--- src/hdl/dmsa_pkg.sv ---
// dmsa_pkg: shared widths, limits, types and the back-end state encoding
// for the dual motor speed averager
// no dependencies
package dmsa_pkg;

  // field widths
  localparam int SAMPLE_BITS = 10;
  localparam int SUM_BITS    = 16;
  localparam int COUNT_BITS  = 8;
  localparam int IN_SMP_BITS = 10;
  localparam int SMP_USE     = (SAMPLE_BITS < IN_SMP_BITS) ? SAMPLE_BITS : IN_SMP_BITS;
  localparam int FRAC_BITS   = 8;
  localparam int AVG_BITS    = 24;

  // divider sizing
  localparam int DIV_BITS  = SUM_BITS + FRAC_BITS;
  localparam int STEP_BITS = $clog2(DIV_BITS + 1);

  // magnitude limits of the signed average
  localparam logic [DIV_BITS-1:0] NEG_LIMIT = DIV_BITS'(1) << (AVG_BITS - 1);
  localparam logic [DIV_BITS-1:0] POS_LIMIT = NEG_LIMIT - DIV_BITS'(1);

  // stream widths
  localparam int S_DATA_BITS = 16;
  localparam int M_DATA_BITS = 56;

  // snapshot queue
  localparam int Q_DEPTH    = 2;
  localparam int Q_PTR_BITS = 1;
  localparam int Q_CNT_BITS = 2;

  // input kinds carried on tuser
  localparam logic ACT_SAMPLE = 1'b0;
  localparam logic ACT_READ   = 1'b1;

  // snapshot taken by a read
  typedef struct packed {
    logic [SUM_BITS-1:0]   sum_left;
    logic [SUM_BITS-1:0]   sum_right;
    logic [COUNT_BITS-1:0] cnt_left;
    logic [COUNT_BITS-1:0] cnt_right;
    logic                  wrap;
  } snap_t;

  // one channel's divider result
  typedef struct packed {
    logic [AVG_BITS-1:0] avg;
    logic                empty;
  } div_res_t;

  // divider status toward the back end
  typedef struct packed {
    logic busy;
  } div_stat_t;

  typedef enum logic [1:0] {
    BK_IDLE,
    BK_DIV,
    BK_DONE
  } back_st_t;

endpackage

--- src/hdl/dual_motor_speed_averager.sv ---
// dual_motor_speed_averager: top level, front end, snapshot queue, back end
// depends on dmsa_pkg, dmsa_front, dmsa_fifo, dmsa_back
//
// Input stream: tuser 0 carries a converter sample, tuser 1 asks for the
// averages and clears the sums. Samples alternate left, right, left...
// starting with left after reset; a read does not change that order.
// A sample beat is taken every cycle unless the queue is full, and gives
// no output beat. A read beat snapshots both sums and counts into a
// two-entry queue; the back end then divides both channels at once, one
// quotient bit a cycle over SUM_BITS + 8 = 24 steps, and takes the next
// snapshot from the queue once the result beat is in the output register.
// The output beat sits in a register; while the receiver stalls, samples
// are still taken and up to two more reads queue. s_tready drops only
// when the queue is full.
// Reset clears the sums, counts and wrap flag, empties the queue and drops
// m_tvalid; s_tready is high in the cycle after reset.
module dual_motor_speed_averager (
  input  logic        clk,
  input  logic        rst,
  input  logic        s_tvalid,
  output logic        s_tready,
  // sample_value[9:0], left_reverse[10], right_reverse[11], zero fill
  input  logic [15:0] s_tdata,
  // action[0]
  input  logic        s_tuser,
  output logic        m_tvalid,
  input  logic        m_tready,
  // left_average[23:0], right_average[47:24], left_empty[48],
  // right_empty[49], wrapped[50], zero fill
  output logic [55:0] m_tdata
);
  import dmsa_pkg::*;

  logic  q_push;
  logic  q_pop;
  logic  q_full;
  logic  q_empty;
  snap_t q_in;
  snap_t q_head;

  dmsa_front u_front (
    .clk       (clk),
    .rst       (rst),
    .s_tvalid  (s_tvalid),
    .s_tready  (s_tready),
    .s_tdata   (s_tdata),
    .s_tuser   (s_tuser),
    .q_full    (q_full),
    .push      (q_push),
    .push_data (q_in)
  );

  dmsa_fifo u_fifo (
    .clk       (clk),
    .rst       (rst),
    .push      (q_push),
    .push_data (q_in),
    .pop       (q_pop),
    .head      (q_head),
    .full      (q_full),
    .empty     (q_empty)
  );

  dmsa_back u_back (
    .clk      (clk),
    .rst      (rst),
    .head     (q_head),
    .q_empty  (q_empty),
    .pop      (q_pop),
    .m_tvalid (m_tvalid),
    .m_tready (m_tready),
    .m_tdata  (m_tdata)
  );

  // the queue cannot be full and empty at once
  a_q_flags: assert property (@(posedge clk) disable iff (rst) !(q_full && q_empty))
    else $error("snapshot queue full and empty together");

  // the back end never pops an empty queue
  a_pop_empty: assert property (@(posedge clk) disable iff (rst) q_pop |-> !q_empty)
    else $error("pop from empty snapshot queue");

  // input side is open right after reset
  a_ready_after_rst: assert property (@(posedge clk) rst |=> s_tready)
    else $error("s_tready low after reset");

  // an empty channel always reads as zero
  a_empty_zero: assert property (@(posedge clk) disable iff (rst)
    m_tvalid |-> ((!m_tdata[48] || (m_tdata[23:0] == '0)) &&
                  (!m_tdata[49] || (m_tdata[47:24] == '0))))
    else $error("empty channel with nonzero average");

endmodule

--- src/hdl/dmsa_front.sv ---
// dmsa_front: takes input beats, accumulates samples per channel and
// snapshots-and-clears on a read; depends on dmsa_pkg
module dmsa_front (
  input  logic                           clk,
  input  logic                           rst,
  input  logic                           s_tvalid,
  output logic                           s_tready,
  input  logic [dmsa_pkg::S_DATA_BITS-1:0] s_tdata,
  input  logic                           s_tuser,
  input  logic                           q_full,
  output logic                           push,
  output dmsa_pkg::snap_t                push_data
);
  import dmsa_pkg::*;

  logic                  chan_left;
  logic [SUM_BITS-1:0]   sums [2];
  logic [COUNT_BITS-1:0] counts [2];
  logic                  wrap;

  logic                  accept;
  logic                  is_read;
  logic                  ch;
  logic                  rev;
  logic [SUM_BITS:0]     smp;
  logic [SUM_BITS:0]     sum_ext;
  logic [SUM_BITS:0]     sum_next;
  logic                  sum_ovf;
  logic                  cnt_top;

  // handshake and classification
  assign s_tready = !q_full;
  assign accept   = s_tvalid && s_tready;
  assign is_read  = (s_tuser == ACT_READ);
  assign ch       = !chan_left;
  assign rev      = chan_left ? s_tdata[10] : s_tdata[11];

  // signed accumulate with one guard bit
  assign smp      = (SUM_BITS + 1)'(s_tdata[SMP_USE-1:0]);
  assign sum_ext  = {sums[ch][SUM_BITS-1], sums[ch]};
  assign sum_next = rev ? (sum_ext - smp) : (sum_ext + smp);
  assign sum_ovf  = sum_next[SUM_BITS] != sum_next[SUM_BITS-1];
  assign cnt_top  = (counts[ch] == {COUNT_BITS{1'b1}});

  // snapshot toward the queue
  assign push = accept && is_read;
  always_comb begin
    push_data.sum_left  = sums[0];
    push_data.sum_right = sums[1];
    push_data.cnt_left  = counts[0];
    push_data.cnt_right = counts[1];
    push_data.wrap      = wrap;
  end

  // channel state
  always_ff @(posedge clk) begin
    if (rst) begin
      chan_left <= 1'b1;
      sums[0]   <= '0;
      sums[1]   <= '0;
      counts[0] <= '0;
      counts[1] <= '0;
      wrap      <= 1'b0;
    end else if (accept) begin
      if (is_read) begin
        sums[0]   <= '0;
        sums[1]   <= '0;
        counts[0] <= '0;
        counts[1] <= '0;
        wrap      <= 1'b0;
      end else begin
        chan_left  <= !chan_left;
        sums[ch]   <= sum_next[SUM_BITS-1:0];
        counts[ch] <= cnt_top ? '0 : counts[ch] + COUNT_BITS'(1);
        if (sum_ovf || cnt_top) begin
          wrap <= 1'b1;
        end
      end
    end
  end

endmodule

--- src/hdl/dmsa_fifo.sv ---
// dmsa_fifo: short queue of read snapshots between front and back end
// depends on dmsa_pkg
module dmsa_fifo (
  input  logic            clk,
  input  logic            rst,
  input  logic            push,
  input  dmsa_pkg::snap_t push_data,
  input  logic            pop,
  output dmsa_pkg::snap_t head,
  output logic            full,
  output logic            empty
);
  import dmsa_pkg::*;

  snap_t                 entries [Q_DEPTH];
  logic [Q_PTR_BITS-1:0] wr_ptr;
  logic [Q_PTR_BITS-1:0] rd_ptr;
  logic [Q_CNT_BITS-1:0] fill;

  assign full  = (fill == Q_CNT_BITS'(Q_DEPTH));
  assign empty = (fill == '0);
  assign head  = entries[rd_ptr];

  // storage
  always_ff @(posedge clk) begin
    if (push) begin
      entries[wr_ptr] <= push_data;
    end
  end

  // pointers and fill level
  always_ff @(posedge clk) begin
    if (rst) begin
      wr_ptr <= '0;
      rd_ptr <= '0;
      fill   <= '0;
    end else begin
      if (push) begin
        wr_ptr <= wr_ptr + Q_PTR_BITS'(1);
      end
      if (pop) begin
        rd_ptr <= rd_ptr + Q_PTR_BITS'(1);
      end
      if (push && !pop) begin
        fill <= fill + Q_CNT_BITS'(1);
      end else if (pop && !push) begin
        fill <= fill - Q_CNT_BITS'(1);
      end
    end
  end

endmodule

--- src/hdl/dmsa_div.sv ---
// dmsa_div: restoring divider, one quotient bit a cycle, giving a signed
// average with 8 fractional bits; depends on dmsa_pkg
module dmsa_div (
  input  logic                           clk,
  input  logic                           rst,
  input  logic                           start,
  input  logic [dmsa_pkg::SUM_BITS-1:0]   sum,
  input  logic [dmsa_pkg::COUNT_BITS-1:0] count,
  output dmsa_pkg::div_stat_t            stat,
  output dmsa_pkg::div_res_t             res
);
  import dmsa_pkg::*;

  logic                  busy;
  logic [STEP_BITS-1:0]  step;
  logic                  neg;
  logic                  zero_cnt;
  logic [COUNT_BITS-1:0] divisor;
  logic [COUNT_BITS-1:0] rem;
  logic [DIV_BITS-1:0]   quo;

  logic [SUM_BITS-1:0]   mag;
  logic [COUNT_BITS:0]   rem_sh;
  logic                  fits;

  // operand magnitude
  assign mag    = sum[SUM_BITS-1] ? (~sum + SUM_BITS'(1)) : sum;
  assign rem_sh = {rem, quo[DIV_BITS-1]};
  assign fits   = rem_sh >= {1'b0, divisor};

  assign stat.busy = busy;

  // sequencing
  always_ff @(posedge clk) begin
    if (rst) begin
      busy <= 1'b0;
      step <= '0;
    end else if (start) begin
      busy <= 1'b1;
      step <= STEP_BITS'(DIV_BITS);
    end else if (busy) begin
      step <= step - STEP_BITS'(1);
      if (step == STEP_BITS'(1)) begin
        busy <= 1'b0;
      end
    end
  end

  // datapath
  always_ff @(posedge clk) begin
    if (start) begin
      neg      <= sum[SUM_BITS-1];
      zero_cnt <= (count == '0);
      divisor  <= count;
      rem      <= '0;
      quo      <= {mag, FRAC_BITS'(0)};
    end else if (busy) begin
      if (fits) begin
        rem <= COUNT_BITS'(rem_sh - {1'b0, divisor});
        quo <= {quo[DIV_BITS-2:0], 1'b1};
      end else begin
        rem <= rem_sh[COUNT_BITS-1:0];
        quo <= {quo[DIV_BITS-2:0], 1'b0};
      end
    end
  end

  // sign, saturation and empty channel
  always_comb begin
    res.empty = zero_cnt;
    if (zero_cnt) begin
      res.avg = '0;
    end else if (neg) begin
      if (quo > NEG_LIMIT) begin
        res.avg = NEG_LIMIT[AVG_BITS-1:0];
      end else begin
        res.avg = ~quo[AVG_BITS-1:0] + AVG_BITS'(1);
      end
    end else begin
      if (quo > POS_LIMIT) begin
        res.avg = POS_LIMIT[AVG_BITS-1:0];
      end else begin
        res.avg = quo[AVG_BITS-1:0];
      end
    end
  end

endmodule

--- src/hdl/dmsa_back.sv ---
// dmsa_back: pops snapshots, runs both channel divides in parallel and
// holds the result beat in an output register; depends on dmsa_pkg, dmsa_div
module dmsa_back (
  input  logic                             clk,
  input  logic                             rst,
  input  dmsa_pkg::snap_t                  head,
  input  logic                             q_empty,
  output logic                             pop,
  output logic                             m_tvalid,
  input  logic                             m_tready,
  output logic [dmsa_pkg::M_DATA_BITS-1:0] m_tdata
);
  import dmsa_pkg::*;

  back_st_t  state;
  back_st_t  state_next;
  logic      start;
  logic      load;
  logic      wrap;
  div_stat_t stat_left;
  div_stat_t stat_right;
  div_res_t  res_left;
  div_res_t  res_right;

  dmsa_div u_div_left (
    .clk   (clk),
    .rst   (rst),
    .start (start),
    .sum   (head.sum_left),
    .count (head.cnt_left),
    .stat  (stat_left),
    .res   (res_left)
  );

  dmsa_div u_div_right (
    .clk   (clk),
    .rst   (rst),
    .start (start),
    .sum   (head.sum_right),
    .count (head.cnt_right),
    .stat  (stat_right),
    .res   (res_right)
  );

  // state register
  always_ff @(posedge clk) begin
    if (rst) begin
      state <= BK_IDLE;
    end else begin
      state <= state_next;
    end
  end

  // next state and controls
  always_comb begin
    state_next = state;
    start      = 1'b0;
    load       = 1'b0;
    unique case (state)
      BK_IDLE: begin
        if (!q_empty) begin
          start      = 1'b1;
          state_next = BK_DIV;
        end
      end
      BK_DIV: begin
        if (!stat_left.busy && !stat_right.busy) begin
          state_next = BK_DONE;
        end
      end
      BK_DONE: begin
        if (!m_tvalid || m_tready) begin
          load       = 1'b1;
          state_next = BK_IDLE;
        end
      end
      default: begin
        state_next = BK_IDLE;
      end
    endcase
  end

  assign pop = start;

  // wrap flag rides along with the divide
  always_ff @(posedge clk) begin
    if (start) begin
      wrap <= head.wrap;
    end
  end

  // output register
  always_ff @(posedge clk) begin
    if (rst) begin
      m_tvalid <= 1'b0;
    end else if (load) begin
      m_tvalid <= 1'b1;
    end else if (m_tready) begin
      m_tvalid <= 1'b0;
    end
  end

  always_ff @(posedge clk) begin
    if (load) begin
      m_tdata <= {5'b0, wrap, res_right.empty, res_left.empty,
                  res_right.avg, res_left.avg};
    end
  end

endmodule

--- config.mk ---
export PLATFORM = sky130hd
export DESIGN_NAME = dual_motor_speed_averager
export DESIGN_NICKNAME = d
export VERILOG_FILES = /design/src/hdl/dmsa_pkg.sv /design/src/hdl/dual_motor_speed_averager.sv /design/src/hdl/dmsa_front.sv /design/src/hdl/dmsa_fifo.sv /design/src/hdl/dmsa_div.sv /design/src/hdl/dmsa_back.sv
export SDC_FILE = /design/constraint.sdc
export NUM_CORES = 1
export LEC_CHECK = 0
export BUFFER_PORTS_ARGS = -buffer_cell sky130_fd_sc_hd__buf_2
export CORE_UTILIZATION = 30
export DETAILED_ROUTE_END_ITERATION = 10
export SLEW_MARGIN = 25
export SYNTH_ARGS = -nofsm -noshare
export SYNTH_HDL_FRONTEND = slang
export SYNTH_SLANG_ARGS = --single-unit
export TNS_END_PERCENT = 20
--- constraint.sdc ---
create_clock -name clk -period 4.45 [get_ports clk]
set_input_delay 0.6675 -clock clk [delete_from_list [all_inputs] [get_ports clk]]
set_output_delay 0.6675 -clock clk [all_outputs]
set_load 0.03 [all_outputs]
==> impl_metrics.csv <==
group,metric,value,unit
final_layout,area_growth,13.7,%
power,power_density,670,nW/um^2
final_layout,fin_nets,1538,
drt,route.detailed.drc,0,
placement,place_ws,178,ps
clock_tree,cts_setup_buffers,0,
clock_tree,cts_tree,"done",
clock_tree,clk_pin_slew,60,ps
placement,port_buffers,69,
grt,grtUsageTotal,12.4,%
grt,grt_max_degree,77,
critical_path,start_kind,"register",
drt,drt_iter0_drc,887,
critical_path,r2r_slack,710,ps
yosys,synth_edf_count,250,
clock_tree,clock_latency,570,ps
power,p_leak,6.30,nW
yosys,synth_seq_area_share,55.6,%
placement,hpwl,22.9,mm
placement,dpl_cell_area,16500,sq um
flow_run,cap_violations,0,
yosys,dominantRegCellSynth,"edfxtp_1",
yosys,ys_async_sr_fraction,0,%
timing,setup_slack,709,ps
critical_path,crit_arrival,4040,ps
die,fp.dieH,229,um
timing,final-setup-viol-count,0,
final_layout,final_area,17500,sq um
outcome,status,"completed",
die,placementRows,82,
grt,grt_pass1_vias,10103,
yosys,yosys.area.top_type,"edfxtp_1",
yosys,synth_area_leaders,"edfxtp_1 (49%), dfxtp_1 (7.0%), nor2_1 (4.3%), ha_1 (3.5%), mux2i_1 (3.4%)",
clock_tree,cts_buffers,31,
timing,worst_pin_slew,975,ps
critical_path,endpoint_kind,"register",
final_layout,final_util,34.8,%
die,initial_utilization,30.6,%
clock_tree,hold_buffers,0,
yosys,yosysMostFrequentCell,"edfxtp_1",
clock_tree,cts-root-buf,"clkbuf_16",
placement,place_inst,2110,
timing,rsz0062_at_grt,"no",
die,core-area,50500,sq um
yosys,synthTopCellsByCount,"edfxtp_1 (250), nor2_1 (178), o21ai_0 (100)",
drt,vias,10668,
yosys,ys_seq_elements,304,
power,ir_drop,291,uV
drt,drt_first_pass_iters,5,
timing,fin_crit,3740,ps
timing,relSlewSlack,35.0,%
die,io_pins,79,
critical_path,critPathRequiredTime,4740,ps
critical_path,crit_type,"reg2reg",
clock_tree,cts_num_sinks,304,
drt,avgRoutedWirePerCell,15.1,um
timing,fmax,267,MHz
grt,grt_pass1_wl,53.5,mm
final_layout,layoutNonFillerInstCount,2168,
hold_path,min_path_type,"reg2reg",
clock_tree,cts_max_level,1,
yosys,yosysTopAreaCellShare,48.6,%
yosys,yosysUniqueCellTypes,71,
drt,post_drt_via_cell_ratio,4.92,
drt,final_antenna_net_count,0,
grt,grt-ovfl-total,0,
clock_tree,cts_resized,0,
final_layout,diodes,0,
timing,hold_violations,0,
final_layout,drive_gt1_share,12.6,%
die,die_w,229,um
critical_path,cp_max_fo,6,
yosys,syn_inst,1419,
drt,routed_wl,32.8,mm
timing,skew,8.65,ps
placement,place_congestion,0.851,
grt,antenna_found_initial,0,
yosys,yosysWarningCount,0,
timing,finalCritPeriodShare,84.1,%
clock_tree,cts_buffer_depth,3,
timing,drv_slew,0,
timing,finalSetupTns,0,ps
yosys,synth_area,15400,sq um
die,fp.dieArea,52400,sq um
yosys,synth.avg_cell_area,10.9,sq um
## registers in the layout, summed over array words and instances (netlist names), 16 cells and up, named ones only
signal and count:
u_back.u_div_left.quo 24, u_front.counts 16, u_back.u_div_right.quo 24, u_fifo.entries 98, u_back.m_tdata 51, u_front.sums 32
## power breakdown
group          switching [W]  internal, W
clock network        0.00107      0.00155
registers           0.000636      0.00399
logic                0.00282      0.00169
total                0.00453      0.00723
## worst paths after layout
path,start,to,cells after the start
worst max-delay path,u_front.chan_left$_SDFFE_PP1P_,u_front.sums[0][12]$_SDFFCE_PN0P_,11
worst max register to register,u_front.chan_left$_SDFFE_PP1P_,u_front.sums[0][12]$_SDFFCE_PN0P_,11
worst min register to register,u_back.wrap$_DFFE_PP_,u_back.m_tdata[50]$_DFFE_PP_,0
worst min-delay path,u_back.wrap$_DFFE_PP_,u_back.m_tdata[50]$_DFFE_PP_,0
## cells in the final DEF, fill, tap and decap left out, types with 9 or more instances in the layout
cell and instances:
dfxtp_1 53, inv_1 46, clkbuf_16 31, mux2i_1 52
buf_4 18, clkbuf_1 9, o41ai_1 9, nand2b_1 23
a211oi_1 15, a21oi_1 94, nand3_1 50, ha_1 43
o21ai_0 99, nor3_1 47, nor4_1 13, xnor2_1 41
mux2_2 39, nor2_1 177, o31ai_1 19, nand2_1 76
edfxtp_1 250, or3_1 14, nor2b_1 13, buf_2 69
xor2_1 35, a31oi_1 15
## kinds of logic (layout without fill, tap and decap cells)
logic type / Yosys count / after routing / share of synthesized area (%)
flops: 304 / 304 / 55.6
fa+ha+maj: 46 / 46 / 3.87
compound gates: 314 / 314 / 12.4
mux: 91 / 91 / 6.22
other cells: 1 / 5 / 0.0243
buf+inv: 120 / 193 / 3.13
simple gates: 467 / 467 / 14.4
xor+xnor: 76 / 76 / 4.31
## worst max-delay path: stages (launching register included)
cell and delay [ps]:
dfxtp_1 510, mux2i_1 480, o31a_1 350, xnor2_1 150
ha_1 320, a2111oi_0 490, o21ai_0 250, a31oi_1 300
inv_1 100, a41o_1 260, xnor2_1 180, nor2_1 70
## cell type report
class | count | area, sq um
fill | 5018 | 32900
sequential | 304 | 8590
multi-input combinational | 999 | 6430
tap | 672 | 841
clock buffer | 42 | 837
timing repair buffer | 87 | 480
clock inverter | 16 | 186
inverter | 48 | 180
## metal layers
metal	global-route usage (%)	wire length [um]	vias to the layer above	share of wire [%]
met2	19.6	14600	205	44
met4	3.48	636	0	1.9
met1	17.7	16400	5080	50
li1	-	-	5336	-
met5	0	0	-	0
met3	1.60	1210	47	3.7
## stage by stage
step | hold WS, ps | power [W]
2_1_floorplan | 400 | 0.00801
3_3_place_gp | 406 | 0.00907
3_5_place_dp | 406 | 0.00918
4_1_cts | 423 | 0.0118
5_1_grt | 435 | 0.0126
6_report | 425 | 0.0118
(Power assumes the default switching activity.)
